<file path="src/rtl/core/bpa_pkg.sv">
// ----------------------------------------------------------------------------
// bpa_pkg
// Shared types and constants for the bitmap page allocator with reference
// counts: field widths, command and status codes, register map, and the
// structs that pass between its modules.
// ----------------------------------------------------------------------------
package bpa_pkg;

    // Field widths on the ports
    localparam int PAGE_W     = 10;
    localparam int LEN_W      = 11;
    localparam int CMD_W      = 2;
    localparam int STATUS_W   = 2;
    localparam int REFCNT_W   = 16;
    localparam int PAGE_SPACE = 1 << PAGE_W;

    // Bitmap word layout: 32 pages per word
    localparam int WORD_W     = 32;
    localparam int BIT_W      = 5;
    localparam int WORD_IDX_W = PAGE_W - BIT_W;

    // Configuration port
    localparam int APB_ADDR_W = 3;
    localparam int APB_DATA_W = 32;
    localparam int REG_IDX_W  = 1;

    localparam logic [REG_IDX_W-1:0] REG_WIN_FIRST = 1'd0;
    localparam logic [REG_IDX_W-1:0] REG_WIN_LAST  = 1'd1;

    localparam logic [PAGE_W-1:0] WIN_FIRST_RST = 10'd0;
    localparam logic [PAGE_W-1:0] WIN_LAST_RST  = 10'd1023;

    // Request commands
    typedef enum logic [CMD_W-1:0] {
        CMD_ALLOC  = 2'd0,
        CMD_INCREF = 2'd1,
        CMD_DECREF = 2'd2
    } bpa_cmd_t;

    // Result status codes
    localparam logic [STATUS_W-1:0] STAT_OK       = 2'd0;
    localparam logic [STATUS_W-1:0] STAT_NOSPACE  = 2'd1;
    localparam logic [STATUS_W-1:0] STAT_BADPAGE  = 2'd2;
    localparam logic [STATUS_W-1:0] STAT_OVERFLOW = 2'd3;

    // Allocation window from the register block
    typedef struct packed {
        logic [PAGE_W-1:0] first;
        logic [PAGE_W-1:0] last;
    } bpa_window_t;

    // Per-word run search result
    typedef struct packed {
        logic             hit;
        logic [BIT_W-1:0] pos;
        logic [LEN_W-1:0] run;
    } bpa_run_t;

endpackage

</file>
<file path="src/rtl/core/bpa_cfg.sv">
// ----------------------------------------------------------------------------
// bpa_cfg
// APB-style register block holding the allocation window bounds.
// ----------------------------------------------------------------------------
module bpa_cfg (
    input  logic                           clk,
    input  logic                           rst_n,
    input  logic                           psel,
    input  logic                           penable,
    input  logic                           pwrite,
    input  logic [bpa_pkg::APB_ADDR_W-1:0] paddr,
    input  logic [bpa_pkg::APB_DATA_W-1:0] pwdata,
    output logic [bpa_pkg::APB_DATA_W-1:0] prdata,
    output logic                           pready,
    output bpa_pkg::bpa_window_t           window
);

    import bpa_pkg::*;

    logic [PAGE_W-1:0]    win_first_reg;
    logic [PAGE_W-1:0]    win_last_reg;
    logic [REG_IDX_W-1:0] reg_idx;
    logic                 wr_en;

    assign pready  = 1'b1;
    assign reg_idx = paddr[APB_ADDR_W-1:2];
    assign wr_en   = psel && penable && pwrite && pready;

    // Register writes
    always_ff @(posedge clk or negedge rst_n)
    begin
        if (!rst_n)
        begin
            win_first_reg <= WIN_FIRST_RST;
            win_last_reg  <= WIN_LAST_RST;
        end
        else if (wr_en)
        begin
            unique case (reg_idx)
                REG_WIN_FIRST: win_first_reg <= pwdata[PAGE_W-1:0];
                REG_WIN_LAST:  win_last_reg  <= pwdata[PAGE_W-1:0];
                default:       ;
            endcase
        end
    end

    // Read-back
    always_comb
    begin
        unique case (reg_idx)
            REG_WIN_FIRST: prdata = APB_DATA_W'(win_first_reg);
            REG_WIN_LAST:  prdata = APB_DATA_W'(win_last_reg);
            default:       prdata = '0;
        endcase
    end

    assign window.first = win_first_reg;
    assign window.last  = win_last_reg;

endmodule

</file>
<file path="config.mk">
export PLATFORM = sky130hd
export DESIGN_NAME = bpa_cfg
export DESIGN_NICKNAME = d
export VERILOG_FILES = /design/src/rtl/core/bpa_pkg.sv /design/src/rtl/core/bpa_cfg.sv
export SDC_FILE = /design/constraint.sdc
export NUM_CORES = 1
export LEC_CHECK = 0
export BUFFER_PORTS_ARGS = -buffer_cell sky130_fd_sc_hd__buf_2
export CORE_ASPECT_RATIO = 1.5
export CORE_MARGIN = 2
export CORE_UTILIZATION = 28
export DETAILED_ROUTE_END_ITERATION = 8
export GPL_ROUTABILITY_DRIVEN = 0
export SYNTH_ARGS = -nofsm -noshare
export SYNTH_HDL_FRONTEND = slang
export SYNTH_SLANG_ARGS = --single-unit
</file>
<file path="constraint.sdc">
create_clock -name clk -period 0.8 [get_ports clk]
set_clock_uncertainty 0.05 [all_clocks]
set_input_delay 0.04 -clock clk [delete_from_list [all_inputs] [get_ports clk]]
set_output_delay 0.04 -clock clk [all_outputs]
set_load 0.005 [all_outputs]
</file>
==> flow_metrics.py, run 1 <==
metrics = {
    "outcome": {
        "result_of_the_run": "finished with violations",
        "failed_checks": "negative hold slack, negative setup slack",
    },
    "sta": {
        "finalSetupViolCount": 43,
        "total_count_of_hold_check_failures_in_the_final_report": 19,
        "period_minus_slack_ns": 1.15,
        "fmax_ghz": 0.872,
        "rsz_0062_raised_after_global_routing": "true",
        "layout_setup_ws_ns": -0.347,
        "timing.final.max_slew_violations": 0,
        "final.period_utilization": 1.43,
        "whs_ns": -0.0185,
    },
    "clock_tree": {
        "clk_pin_slew_worst_paths_ns": 0.07,
        "root_buffer": "sky130_fd_sc_hd__clkbuf_8",
        "cts.htree.levels": 1,
        "cts_buffer_depth": 2,
        "number_of_hold_buffers_added_after_cts": 1,
        "cts_tree": "built",
        "clk_latency_ns": 0.26,
        "cts_bufs_inserted": 3,
        "clock-sinks": 20,
    },
    "drt": {
        "detailedRoute.firstPassIterationCount": 3,
        "route.detailed.vias_per_inst": 4.12,
        "drtAntennaViolNets": 0,
        "routed-via-count": 771,
        "wirelength_um": 2600,
        "routed_wire_length_per_instance_um": 13.9,
        "drt_iter0_drc": 8,
        "remaining_drc_errors": 0,
    },
    "yosys": {
        "synthMostInstantiatedCell": "sky130_fd_sc_hd__buf_4",
        "synth_edf_count": 0,
        "syn_area_sq_mm": 0.00111,
        "postSynthCellCount": 79,
        "yosys.area.top_type_share": 0.238,
        "synthDistinctLibCells": 10,
        "ys_ff_latch": 20,
        "async_flop_share": 1.00,
        "synth-seq-area-share": 0.464,
        "synth.top_cells.by_area": "sky130_fd_sc_hd__dfstp_2 24%, sky130_fd_sc_hd__dfrtp_1 23%, sky130_fd_sc_hd__mux2_2 20%",
        "post_syn_area_per_cell_sq_um": 14.0,
        "ys_dominant_reg_cell": "sky130_fd_sc_hd__dfstp_2",
        "synth_top_cell_by_area": "sky130_fd_sc_hd__dfstp_2",
        "ys_top_cells_by_count": "23 x sky130_fd_sc_hd__buf_4, 20 x sky130_fd_sc_hd__mux2_2, 10 x sky130_fd_sc_hd__dfrtp_1, 10 x sky130_fd_sc_hd__dfstp_2, 10 x sky130_fd_sc_hd__mux2_4",
        "yosysWarningCount": 0,
    },
    "floorplanning": {
        "dieWidth_um": 55.3,
        "top_level_ports": 93,
        "core_area_sq_mm": 0.00385,
        "floorplan.die_area_sq_mm": 0.00448,
        "row_count": 28,
        "start_util": 0.287,
        "dieHeight_um": 81.0,
    },
    "worst_hold_path": {
        "hold_path.class": "in -> reg",
        "hold_path.startpoint": "pwdata[7]",
        "min_path_cells": 2,
        "whs_endpoint": "win_first_reg[7]",
    },
    "finish": {
        "multi_input_area_sq_um": 552,
        "areaGrowthSynthToFinish_pct": 57.2,
        "fin_cells": 187,
        "antennaDiodeCount": 0,
        "area.sequential_sq_um": 513,
        "fin_nets": 184,
        "post_route_cells_drive_above_1_share": 0.754,
        "fillCellCount": 356,
    },
    "setup_path": {
        "rr_worst_depth": 3,
        "regToRegSetupSlack_ns": -0.22,
        "cp_data_required_time_ns": 0.71,
        "setup.worst_path.start_class": "flip-flop",
        "crit-reg2reg-capture": "win_first_reg[2]",
        "critical_path_class": "reg -> out",
        "worstPathArrival_ns": 1.06,
        "cp_max_fo": 2,
        "endpoint_kind": "primary output",
        "startpoint_of_the_worst_register_to_register_path": "win_first_reg[2]",
    },
    "pwr": {
        "design_power_total_w": 0.00400,
        "p_clk_frac": 0.163,
        "internal-power_w": 0.00297,
        "max-vdd-ir-drop_mv": 1.25,
        "fraction_of_power_spent_switching_nets": 0.258,
        "cellPowerDensity_mw_per_mm2": 2300,
        "total_switching_power_w": 0.00103,
        "power.share.combinational": 0.460,
        "leakage_power_figure_nw": 0.916,
        "seqPwrFrac": 0.376,
    },
    "place": {
        "port-buffer-count": 45,
        "dpl.hpwl_um": 1670,
        "pre_cts_slack_ns": -0.257,
        "place.detailed.instances": 169,
    },
    "global_route": {
        "gr-total-overflow": 0,
        "number_of_global_route_vias_before_repair": 810,
        "grt_pass1_wl_um": 4020,
        "antenna_found_initial": 0,
        "maximum_number_of_pins_on_one_net_before_global_route_repair": 21,
        "all_layer_global_routing_usage": 0.117,
    },
    "job": {
        "max_cap_violations": 0,
    },
}
==> layout make-up <==
type / count / area share
well taps: 45 / 0.0324
clock buffers: 3 / 0.0237
repair buffers: 64 / 0.332
flip-flops and latches: 20 / 0.295
multi-input cells: 55 / 0.317
==> power by group through the flow <==
stage / Sequential, W / Clock, W / Combinational, W
after floorplan: 0.00149 / 0 / 0.000540
after global placement: 0.00148 / 0 / 0.000938
after detailed placement: 0.00150 / 0 / 0.000959
after CTS: 0.00148 / 0.000665 / 0.00159
after global routing: 0.00154 / 0.000720 / 0.00196
final: 0.00151 / 0.000654 / 0.00184
==> kinds of logic after synthesis <==
group,count (synthesis),synth area share
buf+inv,25,0.171
simple gates,2,0.0192
mux,30,0.339
other cells,2,0.00679
flops,20,0.464
==> critical path: stages, from the launching register on <==
cell                      delay [ns]
sky130_fd_sc_hd__dfrtp_1        0.41
sky130_fd_sc_hd__mux2_4         0.28
sky130_fd_sc_hd__buf_6          0.12
==> metrics by stage <==
stage | area (sq um) | TNS (ns) | hold WS (ns) | utilization
6_report | 1740 | -8.84 | -0.0185 | 0.451
5_1_grt | 1740 | -10.16 | -0.0260 | 0.451
4_1_cts | 1620 | -8.81 | -0.0221 | 0.420
3_5_place_dp | 1310 | -5.78 | -0.0393 | 0.339
3_3_place_gp | 1310 | -5.24 | -0.0523 | 0.339
2_1_floorplan | 1180 | -0.304 | -0.306 | -
==> cell usage in the layout (no fill, tap or decap) <==
master                          count
sky130_fd_sc_hd__dfrtp_1           10
sky130_fd_sc_hd__dlygate4sd3_1      1
sky130_fd_sc_hd__mux2_4            26
sky130_fd_sc_hd__dfstp_2           10
sky130_fd_sc_hd__nand4_4            1
sky130_fd_sc_hd__mux2_2             4
sky130_fd_sc_hd__buf_2             21
sky130_fd_sc_hd__clkbuf_8           3
sky130_fd_sc_hd__buf_4              3
sky130_fd_sc_hd__conb_1            23
sky130_fd_sc_hd__buf_6             39
sky130_fd_sc_hd__nand4b_1           1
==> per-layer routing <==
| layer | global-route usage | share of wire | routed length (um) |
|---|---|---|---|
| met1 | 0.134 | 0.37 | 955 |
| met5 | 0 | 0 | 0 |
| met3 | 0.0159 | 0.059 | 154 |
| met2 | 0.212 | 0.55 | 1440 |
| met4 | 0.0585 | 0.020 | 52 |
==> repair_timing <==
item                                   CTS  global route
setup buffers                           13             4
setup endpoints to repair               40            50
gates resized for setup                 33            26
endpoints found under the hold margin   30            19
==> how the worst max path moves through the flow <==
stage                        to              from  cells after the start  slack, ns
2_1_floorplan  win_first_reg[0]          paddr[2]                      3      -0.03
3_3_place_gp    win_last_reg[1]          paddr[2]                      4      -0.23
3_5_place_dp    win_last_reg[5]          paddr[2]                      4      -0.26
4_1_cts               prdata[9]   win_last_reg[9]                      2      -0.34
5_1_grt               prdata[3]  win_first_reg[3]                      2      -0.38
6_report              prdata[6]  win_first_reg[6]                      2      -0.35
Note: power is estimated with default switching activity, not from simulation.
==> inputs of run 2 (changes only) <==
Settings changed: ABC_AREA set to 1, CTS_CLUSTER_SIZE set to 16.
==> run 2 against run 1 <==
The run ends with negative setup slack left; total power shrank 22%; hold slack gained 0.15 ns; synthesized area grew 3.6%; combinational power shrank 42%; non-clock buffer count grew 13; die area grew 3.4%; utilization shrank 2.0 points; critical path depth grew 1; setup slack gained 0.038 ns; sequential share of layout area grew 0.81 points; global-route usage grew 0.79 points.
==> flow_metrics.py, run 2 <==
metrics = {
    "drt": {
        "routed_wire_length_per_instance_um": 10.8,
        "route.detailed.vias_per_inst": 4.21,
        "drt_iter0_drc": 30,
        "routed-via-count": 1112,
        "drtAntennaViolNets": 0,
        "remaining_drc_errors": 0,
        "wirelength_um": 2860,
        "detailedRoute.firstPassIterationCount": 4,
    },
    "clock_tree": {
        "root_buffer": "sky130_fd_sc_hd__clkbuf_8",
        "cts_tree": "built",
        "clk_pin_slew_worst_paths_ns": 0.07,
        "cts_bufs_inserted": 3,
        "cts_buffer_depth": 2,
        "cts.htree.levels": 1,
        "clk_latency_ns": 0.25,
        "clock-sinks": 20,
    },
    "place": {
        "port-buffer-count": 45,
        "place.detailed.instances": 240,
        "pre_cts_slack_ns": -0.0515,
        "dpl.hpwl_um": 1990,
    },
    "pwr": {
        "leakage_power_figure_nw": 0.972,
        "max-vdd-ir-drop_mv": 0.879,
        "cellPowerDensity_mw_per_mm2": 1850,
    },
    "setup_path": {
        "cp_top_delay_family": "flip-flops",
        "setup.worst_path.start_class": "flip-flop",
        "critical_path_class": "reg -> out",
        "cp_data_required_time_ns": 0.71,
        "cp-startpoint": "win_last_reg[2]",
        "cp_max_fo": 3,
        "endpoint_kind": "primary output",
        "startpoint_of_the_worst_register_to_register_path": "win_last_reg[3]",
        "rr_worst_depth": 4,
        "path_cells": "nand2_1 -> nand2_1 -> buf_2",
        "cp_num_cells": 3,
        "timing.critical_path.mode_cell": "sky130_fd_sc_hd__nand2_1",
        "critical_path.max_stage_delay_ns": 0.55,
        "critical_path.slowest_cell": "sky130_fd_sc_hd__dfstp_2",
        "critical_path_buf_inv_count": 1,
        "worstPathArrival_ns": 1.02,
    },
    "yosys": {
        "synth-seq-area-share": 0.448,
        "postSynthCellCount": 147,
        "ys_top_cells_by_count": "71 x sky130_fd_sc_hd__nand2_1, 25 x sky130_fd_sc_hd__buf_4, 20 x sky130_fd_sc_hd__nand3_1",
        "synthDistinctLibCells": 12,
        "yosys.area.top_type_share": 0.233,
        "syn_area_sq_mm": 0.00115,
        "async_flop_share": 1.00,
        "ys_dominant_reg_cell": "sky130_fd_sc_hd__dfstp_2",
        "synthMostInstantiatedCell": "sky130_fd_sc_hd__nand2_1",
        "yosysWarningCount": 0,
        "ys_ff_latch": 20,
        "synth_edf_count": 0,
        "post_syn_area_per_cell_sq_um": 7.80,
        "synth_top_cell_by_area": "sky130_fd_sc_hd__nand2_1",
        "synth.top_cells.by_area": "sky130_fd_sc_hd__nand2_1 23%, sky130_fd_sc_hd__dfstp_2 23%, sky130_fd_sc_hd__dfrtp_1 22%",
    },
    "finish": {
        "fin_cells": 264,
        "post_route_cells_drive_above_1_share": 0.411,
        "final_cell_mix": "64 x sky130_fd_sc_hd__nand2_1, 40 x sky130_fd_sc_hd__buf_2, 23 x sky130_fd_sc_hd__conb_1",
        "antennaDiodeCount": 0,
        "areaGrowthSynthToFinish_pct": 47.7,
        "area.sequential_sq_um": 513,
        "mostFrequentLayoutCell": "sky130_fd_sc_hd__nand2_1",
        "multi_input_area_sq_um": 507,
        "fillCellCount": 443,
        "fin_nets": 261,
    },
    "global_route": {
        "gr-total-overflow": 0,
        "antenna_found_initial": 0,
        "all_layer_global_routing_usage": 0.125,
        "maximum_number_of_pins_on_one_net_before_global_route_repair": 21,
        "grt_pass1_wl_um": 4550,
        "number_of_global_route_vias_before_repair": 1009,
    },
    "worst_hold_path": {
        "hold_path.class": "in -> reg",
        "hold_path.startpoint": "paddr[2]",
        "min_path_cells": 4,
    },
    "sta": {
        "final.period_utilization": 1.39,
        "rsz_0062_raised_after_global_routing": "true",
        "layout_setup_ws_ns": -0.309,
        "fmax_ghz": 0.901,
        "finalSetupViolCount": 31,
        "total_count_of_hold_check_failures_in_the_final_report": 0,
        "timing.final.max_slew_violations": 0,
        "period_minus_slack_ns": 1.11,
    },
    "floorplanning": {
        "dieWidth_um": 56.2,
        "dieHeight_um": 82.4,
        "start_util": 0.292,
        "top_level_ports": 93,
        "floorplan.die_area_sq_mm": 0.00463,
        "row_count": 28,
        "core_area_sq_mm": 0.00392,
    },
    "outcome": {
        "failed_checks": "negative setup slack",
        "result_of_the_run": "finished with violations",
    },
    "job": {
        "max_cap_violations": 0,
    },
}
## run 2: cell count changes after synthesis, sizes merged
cell,delta
nor2,+1
mux2,-30
nand2,+71
nand4,+1
inv,+2
buf,+4
nand4b,-1
nand3,+20
## run 2: worst paths after layout
check	slack [ns]	end
worst max-delay path	-0.31	prdata[2]
worst min-delay path	0.13	win_last_reg[5]
worst max register to register	-0.12	win_last_reg[3]
worst min register to register	0.42	win_last_reg[1]
max in group asynchronous	0.15	win_last_reg[0]
min in group asynchronous	0.22	win_first_reg[9]
## run 2: routing by layer
layer,vias up,part of all wire,track usage
met5,-,0,0
met4,0,0.0063,0.0429
met3,2,0.060,0.0171
met2,46,0.50,0.221
met1,509,0.43,0.156
li1,555,-,-
## run 2: metrics by stage
stage,total power [W],TNS [ns],util,hold WS [ns],cell area (sq um)
floorplan,0.00185,0,-,-0.306,1220
global placement,0.00219,-0.476,0.355,-0.0386,1390
detailed placement,0.00221,-0.622,0.355,-0.0380,1390
CTS,0.00295,-5.73,0.401,0.132,1580
global route,0.00335,-7.02,0.431,0.150,1690
finish,0.00313,-5.79,0.431,0.135,1690
## run 2: cell families (layout without fill, tap and decap cells)
| family | Yosys count | count (layout) | share of synthesized area |
|---|---|---|---|
| other cells | 2 | 23 | 0.00655 |
| simple gates | 94 | 94 | 0.347 |
| flops | 20 | 20 | 0.448 |
| buf+inv | 31 | 82 | 0.199 |
## run 2: timing repair
action                                  4_1_cts  5_1_grt
resized for setup                             0       18
pin swaps                                    14        7
setup buffers                                 4        6
hold buffers                                 11        0
endpoints found under the setup margin       30       36
hold endpoints to repair                     30        0
## run 2: area by class of cell
class,count,area share
Inverter,2,0.00443
Timing Repair Buffer,77,0.336
Clock buffer,3,0.0244
Tap cell,45,0.0333
Multi-Input combinational cell,117,0.299
Sequential cell,20,0.303
## run 2: worst reg2reg max path, stage by stage, from the launching register on
cell	delay (ns)
sky130_fd_sc_hd__dfstp_2	0.55
sky130_fd_sc_hd__buf_6	0.10
sky130_fd_sc_hd__buf_6	0.09
sky130_fd_sc_hd__nand2_4	0.04
sky130_fd_sc_hd__nand2_2	0.05
## run 2: where the power goes
group	internal [W]	switching (W)
logic	0.000609	0.000455
registers	0.00127	0.000159
clock network	0.000334	0.000303
total	0.00222	0.000917
